File: src/rtl/tgfb_pkg.sv
// Shared types, constants and the 5x7 glyph table for the text glyph frame store writer.
// Used by the controller, the datapath and the top level; depends on nothing.
package tgfb_pkg;

	localparam int SCREEN_COLUMNS = 128;
	localparam int SCREEN_PAGES   = 8;
	localparam int GLYPH_WIDTH    = 5;
	localparam int CELL_WIDTH     = 6;
	localparam int GLYPH_COUNT    = 59;
	localparam int GLYPH_IDX_W    = 6;
	// page (3 bits) times up to 256 columns plus an 8-bit column
	localparam int WIDE_ADDR_W    = 13;

	typedef enum logic [1:0] {
		ACT_DRAW  = 2'd0,
		ACT_CLEAR = 2'd1,
		ACT_READ  = 2'd2,
		ACT_NONE  = 2'd3
	} action_t;

	typedef enum logic [2:0] {
		ST_INIT,
		ST_IDLE,
		ST_DRAW,
		ST_CLEAR,
		ST_READ,
		ST_READ_DATA
	} state_t;

	typedef struct packed {
		logic load;
		logic cnt_clr;
		logic cnt_inc;
		logic wr_draw;
		logic wr_sweep;
		logic rd_en;
		logic respond;
		logic resp_flag;
		logic resp_rdata;
	} dp_cmd_t;

	typedef struct packed {
		action_t act;
		logic    draw_ok;
		logic    read_ok;
		logic    draw_last;
		logic    sweep_last;
	} dp_stat_t;

	// one entry per glyph, column 0 in the low byte
	localparam logic [39:0] GLYPH_ROM [GLYPH_COUNT] = '{
		40'h0000000000, 40'h00005F0000, 40'h0007000700, 40'h147F147F14,
		40'h122A7F2A24, 40'h6264081323, 40'h5022554936, 40'h0000030500,
		40'h0041221C00, 40'h001C224100, 40'h082A1C2A08, 40'h08083E0808,
		40'h0000305000, 40'h0808080808, 40'h0000606000, 40'h0204081020,
		40'h3E4549513E, 40'h00407F4200, 40'h4649516142, 40'h314B454121,
		40'h107F121418, 40'h3945454527, 40'h3049494A3C, 40'h0305097101,
		40'h3649494936, 40'h1E29494906, 40'h0000363600, 40'h0000365600,
		40'h4122140800, 40'h1414141414, 40'h0008142241, 40'h0609510102,
		40'h3E41794932, 40'h7E1111117E, 40'h364949497F, 40'h224141413E,
		40'h1C2241417F, 40'h414949497F, 40'h010109097F, 40'h325141413E,
		40'h7F0808087F, 40'h00417F4100, 40'h013F414020, 40'h412214087F,
		40'h404040407F, 40'h7F0204027F, 40'h7F1008047F, 40'h3E4141413E,
		40'h060909097F, 40'h5E2151413E, 40'h462919097F, 40'h3149494946,
		40'h01017F0101, 40'h3F4040403F, 40'h1F2020201F, 40'h3F4038403F,
		40'h6314081463, 40'h0304780403, 40'h4345495161
	};

	// map a character code to its glyph; lowercase folds onto uppercase
	function automatic logic [GLYPH_IDX_W-1:0] glyph_select(input logic [7:0] code);
		logic [GLYPH_IDX_W-1:0] idx;
		idx = '0;
		if (code >= 8'd33 && code <= 8'd90)
			idx = GLYPH_IDX_W'(code - 8'd32);
		else if (code >= 8'd97 && code <= 8'd122)
			idx = GLYPH_IDX_W'(code - 8'd64);
		return idx;
	endfunction

	// one glyph column; the spacing column and unused indexes are blank
	function automatic logic [7:0] glyph_column(input logic [GLYPH_IDX_W-1:0] idx,
	                                             input logic [2:0] k);
		logic [39:0] entry;
		logic [7:0]  col;
		entry = '0;
		if (int'(idx) < GLYPH_COUNT)
			entry = GLYPH_ROM[idx];
		case (k)
			3'd0: col = entry[7:0];
			3'd1: col = entry[15:8];
			3'd2: col = entry[23:16];
			3'd3: col = entry[31:24];
			3'd4: col = entry[39:32];
			default: col = 8'h00;
		endcase
		return col;
	endfunction

endpackage

File: src/rtl/tgfb_ctrl.sv
// Controller state machine: reset sweep, draw, clear and read sequencing.
// Depends on tgfb_pkg; drives the datapath through dp_cmd_t and reads dp_stat_t.
module tgfb_ctrl (
	input  logic              clk,
	input  logic              arst_n,
	input  logic              start,
	input  tgfb_pkg::dp_stat_t stat,
	output tgfb_pkg::dp_cmd_t  cmd,
	output logic              busy
);

	tgfb_pkg::state_t state_q, state_d;

	always_ff @(posedge clk or negedge arst_n) begin
		if (!arst_n)
			state_q <= tgfb_pkg::ST_INIT;
		else
			state_q <= state_d;
	end

	always_comb begin
		state_d = state_q;
		cmd     = '0;
		case (state_q)
			tgfb_pkg::ST_INIT, tgfb_pkg::ST_CLEAR: begin
				cmd.wr_sweep = 1'b1;
				if (stat.sweep_last) begin
					// only a requested clear reports back
					cmd.respond = (state_q == tgfb_pkg::ST_CLEAR);
					state_d     = tgfb_pkg::ST_IDLE;
				end else begin
					cmd.cnt_inc = 1'b1;
				end
			end
			tgfb_pkg::ST_IDLE: begin
				if (start) begin
					cmd.load    = 1'b1;
					cmd.cnt_clr = 1'b1;
					case (stat.act)
						tgfb_pkg::ACT_DRAW: begin
							if (stat.draw_ok) begin
								state_d = tgfb_pkg::ST_DRAW;
							end else begin
								cmd.respond   = 1'b1;
								cmd.resp_flag = 1'b1;
							end
						end
						tgfb_pkg::ACT_CLEAR: begin
							state_d = tgfb_pkg::ST_CLEAR;
						end
						tgfb_pkg::ACT_READ: begin
							if (stat.read_ok) begin
								state_d = tgfb_pkg::ST_READ;
							end else begin
								cmd.respond   = 1'b1;
								cmd.resp_flag = 1'b1;
							end
						end
						default: begin
							cmd.respond = 1'b1;
						end
					endcase
				end
			end
			tgfb_pkg::ST_DRAW: begin
				cmd.wr_draw = 1'b1;
				if (stat.draw_last) begin
					cmd.respond = 1'b1;
					state_d     = tgfb_pkg::ST_IDLE;
				end else begin
					cmd.cnt_inc = 1'b1;
				end
			end
			tgfb_pkg::ST_READ: begin
				cmd.rd_en = 1'b1;
				state_d   = tgfb_pkg::ST_READ_DATA;
			end
			tgfb_pkg::ST_READ_DATA: begin
				cmd.respond    = 1'b1;
				cmd.resp_rdata = 1'b1;
				state_d        = tgfb_pkg::ST_IDLE;
			end
			default: begin
				state_d = tgfb_pkg::ST_IDLE;
			end
		endcase
	end

	assign busy = (state_q != tgfb_pkg::ST_IDLE);

	a_draw_ends: assert property (@(posedge clk) disable iff (!arst_n)
		(state_q == tgfb_pkg::ST_DRAW && stat.draw_last) |=> (state_q == tgfb_pkg::ST_IDLE))
		else $error("draw did not return to idle after last column");

	a_read_two_step: assert property (@(posedge clk) disable iff (!arst_n)
		(state_q == tgfb_pkg::ST_READ) |=> (state_q == tgfb_pkg::ST_READ_DATA && cmd.respond))
		else $error("read request not answered after RAM latency");

	a_one_action: assert property (@(posedge clk) disable iff (!arst_n)
		$countones({cmd.wr_draw, cmd.wr_sweep, cmd.rd_en}) <= 1)
		else $error("more than one RAM access issued at once");

endmodule

File: config.mk
export PLATFORM = sky130hd
export DESIGN_NAME = tgfb_ctrl
export DESIGN_NICKNAME = d
export VERILOG_FILES = /design/src/rtl/tgfb_pkg.sv /design/src/rtl/tgfb_ctrl.sv
export SDC_FILE = /design/constraint.sdc
export NUM_CORES = 1
export LEC_CHECK = 0
export BUFFER_PORTS_ARGS = -buffer_cell sky130_fd_sc_hd__buf_2
export CORE_AREA = 2 2 39 41
export CTS_BUF_LIST = sky130_fd_sc_hd__clkbuf_4 sky130_fd_sc_hd__clkbuf_8
export DETAILED_ROUTE_END_ITERATION = 6
export DIE_AREA = 0 0 41 43
export GPL_TIMING_DRIVEN = 0
export PLACE_DENSITY = 0.51
export SETUP_SLACK_MARGIN = 0.2
export SLEW_MARGIN = 10
export SYNTH_ARGS = -nofsm -noshare
export SYNTH_HDL_FRONTEND = slang
export SYNTH_SLANG_ARGS = --single-unit
File: constraint.sdc
create_clock -name clk -period 1.2 [get_ports clk]
set_input_delay 0.12 -clock clk [delete_from_list [all_inputs] [get_ports clk]]
set_output_delay 0.12 -clock clk [all_outputs]
set_load 0.1 [all_outputs]
==> qor.json <==
{
  "outcome": {
    "outcome": "finished with violations",
    "violations": "negative setup slack"
  },
  "placed_design": {
    "place_inst": 71,
    "detailed_place_hpwl_um": 585,
    "place_area_um2": 432,
    "numPortBuffers": 18,
    "final_gp_congestion": 0.618
  },
  "final_layout": {
    "registers.top_by_ff_count": "state_q",
    "areaGrowthSynthToFinish_pct": 164,
    "mostFrequentLayoutCells": "8 x sky130_fd_sc_hd__buf_2, 8 x sky130_fd_sc_hd__buf_12, 8 x sky130_fd_sc_hd__buf_6",
    "largest_registers": "state_q: 3 flops",
    "fin_area_um2": 782,
    "filler_free_cell_count_of_the_finished_design": 86,
    "finalNetCount": 80,
    "largest_register_ff_count": 3,
    "drive_above_1_share_pct": 74.3,
    "antenna_cells": 0,
    "n_fill_cell": 117
  },
  "die": {
    "die_w_um": 41,
    "initial_core_util_pct": 21.4,
    "ios": 19,
    "die_height_um": 43,
    "die_area_mm2": 0.00176,
    "floorplan.core_area_mm2": 0.00138,
    "row_count": 14
  },
  "drt": {
    "route.antenna.remaining_nets": 0,
    "post_drt_wl_per_cell_um": 11.5,
    "avgViaCountPerCell": 4.58,
    "num_vias": 394,
    "drt-pass1-iter-count": 1,
    "first_iter_violations": 0,
    "drcViolationCount": 0,
    "postRouteWirelength_um": 989
  },
  "synth": {
    "synth.avg_cell_area_um2": 8.01,
    "synth_top_area_cell": "sky130_fd_sc_hd__dfrtp_1",
    "synthesis.area_um2": 297,
    "synth_top_area_share_pct": 25.3,
    "synth_top_cells_by_area": "sky130_fd_sc_hd__dfrtp_1 25%, sky130_fd_sc_hd__nand2b_1 6.3%, sky130_fd_sc_hd__a2111oi_2 5.1%",
    "synth-seq-cells": 3,
    "synth_nets": 46,
    "ys_seq_area_share_pct": 25.3,
    "synth.yosys.warnings": 0,
    "number_of_distinct_standard_cells_referenced_by_the_synthesized_netlist": 26,
    "syn-instance-count": 37
  },
  "setup_path": {
    "r2r.worst_path.cells": 4,
    "worstReg2RegStart": "state_q[0]",
    "worst_ep_required_time_ns": 1.08,
    "critPathCapture": "cmd[6]",
    "timing.setup.critical_path_class": "reg -> out",
    "worstPathMaxFanout": 5,
    "start_kind": "register",
    "crit_path_cell_trace": "or3_1 -> o21ai_2 -> nor2b_4 -> buf_12",
    "setup.worst_path.end_class": "output pin",
    "critical_path_depth": 4,
    "critPathSlowestCell": "sky130_fd_sc_hd__dfrtp_2",
    "timing.rr.end": "state_q[0]",
    "reg2reg_setup_slack_ns": 0.02,
    "timing.critical_path.slowest_cell_delay_ns": 0.44,
    "path_delay_family": "simple AND/OR/NAND/NOR gates",
    "worst_setup_path_startpoint": "state_q[0]",
    "critPathBufInv": 1,
    "worst-endpoint-arrival_ns": 1.51
  },
  "timing": {
    "worst_hold_slack_ns": 0.196,
    "worst_slew_pin_slew_ns": 0.254,
    "report.final.hold_viol_count": 0,
    "fin_skew_ns": 0.00356,
    "timing.final.crit_share_pct": 136,
    "finalWorstSetupSlack_ns": -0.429,
    "drv_slew": 0,
    "setup-violations-final": 10,
    "fin_crit_ns": 1.63,
    "setup_tns_ns": -3.05,
    "unrepaired_setup_endpoints_after_global_routing": "true",
    "maxSlewHeadroom_pct": 83.1,
    "achievable-frequency_ghz": 0.614
  },
  "power_and_ir_drop": {
    "comb_power_share_pct": 77.4,
    "net-switching-power_uw": 838,
    "powerDensity_mw_per_mm2": 2020,
    "seq_power_share_pct": 9.4,
    "power.share.clock_pct": 13.1,
    "irDropWorstVdd_v": 0.00128,
    "totalPowerFinal_mw": 1.58,
    "p_leak_nw": 0.355,
    "power.internal_uw": 742,
    "p_sw_share_pct": 53.0
  },
  "global_routing": {
    "via_count_of_the_first_global_routing_pass": 385,
    "grt_antenna_before_repair": 0,
    "grtUsageMet2_pct": 20.6,
    "gr-total-overflow": 0,
    "track_usage_pct": 13.7,
    "global_route.usage.met1_pct": 13.6,
    "grt_most_used_layer": "met2",
    "pin_count_of_the_biggest_net_entering_global_routing": 6,
    "met3_usage_pct": 5.24,
    "grt_pass1_wl_mm": 1.53
  },
  "clock_tree": {
    "tritoncts": "yes",
    "cts.reportedPaths.clkPinSlew_ns": 0.04,
    "clock_tree.root_cell": "sky130_fd_sc_hd__clkbuf_4",
    "sinks_on_the_clock_net": 3,
    "cts_buffer_depth": 2,
    "insertion_delay_ns": 0.24,
    "cts_max_level": 1,
    "number_of_cts_inserted_buffers": 3
  },
  "hold_path": {
    "min_path_type": "in -> async"
  },
  "flow_run": {
    "max_cap_viol_count": 0
  }
}
-- synth_stat cells --
cell type and instances:
sky130_fd_sc_hd__a2111oi_0 1, sky130_fd_sc_hd__a2111oi_2 1, sky130_fd_sc_hd__a21oi_1 1, sky130_fd_sc_hd__a31oi_1 1, sky130_fd_sc_hd__and2_1 1, sky130_fd_sc_hd__and2_2 1
sky130_fd_sc_hd__and2b_4 1, sky130_fd_sc_hd__buf_4 1, sky130_fd_sc_hd__dfrtp_1 3, sky130_fd_sc_hd__inv_1 3, sky130_fd_sc_hd__mux2_2 1, sky130_fd_sc_hd__nand2_1 2
sky130_fd_sc_hd__nand2_2 1, sky130_fd_sc_hd__nand2b_1 3, sky130_fd_sc_hd__nand3b_1 2, sky130_fd_sc_hd__nand4_1 1, sky130_fd_sc_hd__nor2_1 3, sky130_fd_sc_hd__nor2b_1 2
sky130_fd_sc_hd__nor2b_2 1, sky130_fd_sc_hd__nor3_1 1, sky130_fd_sc_hd__o21ai_0 1, sky130_fd_sc_hd__o21bai_1 1, sky130_fd_sc_hd__o22ai_1 1, sky130_fd_sc_hd__or2b_1 1
sky130_fd_sc_hd__or3_1 1, sky130_fd_sc_hd__or3b_1 1
-- metrics by stage --
stage / setup slack, ns / util, %
finish: -0.429 / 56.5
global route: -0.479 / 56.5
CTS: -0.414 / 51.8
detailed placement: -0.445 / 31.2
global placement: -0.446 / 31.2
floorplan: -0.745 / -
-- metal layers --
metal	vias up	share of wire (%)
met5	-	0
met4	0	2.4
met3	3	5.2
met2	18	56
met1	179	37
li1	194	-
-- cell type report --
type | instances | area, um2 | area share (%)
Timing Repair Buffer | 29 | 330 | 42.2
Tap cell | 16 | 20.0 | 2.56
Multi-Input combinational cell | 30 | 303 | 38.7
Inverter | 3 | 13.8 | 1.76
Sequential cell | 3 | 77.6 | 9.92
Clock buffer | 4 | 30.0 | 3.84
Buffer | 1 | 7.51 | 0.960
-- cell families (layout without fill, tap and decap cells) --
family | after synthesis | count (layout) | synth area share [%]
flip-flops | 3 | 3 | 25.3
AND/OR/NAND/NOR | 22 | 22 | 46.4
multiplexers | 1 | 1 | 3.80
buffers and inverters | 4 | 37 | 6.33
AO/OA/AOI/OAI | 7 | 7 | 18.1
-- power by group through the flow --
stage                     Sequential [mW]  Clock (mW)  Combinational (mW)
after global placement              0.153           0               0.775
after detailed placement            0.152           0               0.776
after CTS                           0.145       0.216                1.12
after floorplan                     0.145           0               0.676
after global routing                0.151       0.224                1.27
final                               0.149       0.208                1.22
-- worst min path at each step --
stage / to / slack (ns) / cells after the start
CTS: state_q[0] / 0.19 / 3
floorplan: state_q[0] / -0.18 / 0
finish: state_q[0] / 0.20 / 2
detailed placement: state_q[1] / -0.08 / 1
global placement: state_q[1] / -0.08 / 1
global route: state_q[0] / 0.22 / 2
-- timing repair --
action,in CTS,in global routing
pin swaps,5,4
endpoints found under the setup margin,13,13
resized for setup,52,11
hold buffers,1,0
setup buffers,7,3
endpoints found under the hold margin,3,0
-- worst register-to-register path: stages (launching register included) --
cell	delay (ns)
sky130_fd_sc_hd__dfrtp_2	0.44
sky130_fd_sc_hd__buf_6	0.13
sky130_fd_sc_hd__buf_6	0.11
sky130_fd_sc_hd__a2111oi_4	0.31
sky130_fd_sc_hd__a31oi_1	0.06
No activity file was read; power rests on OpenSTA's default activity.
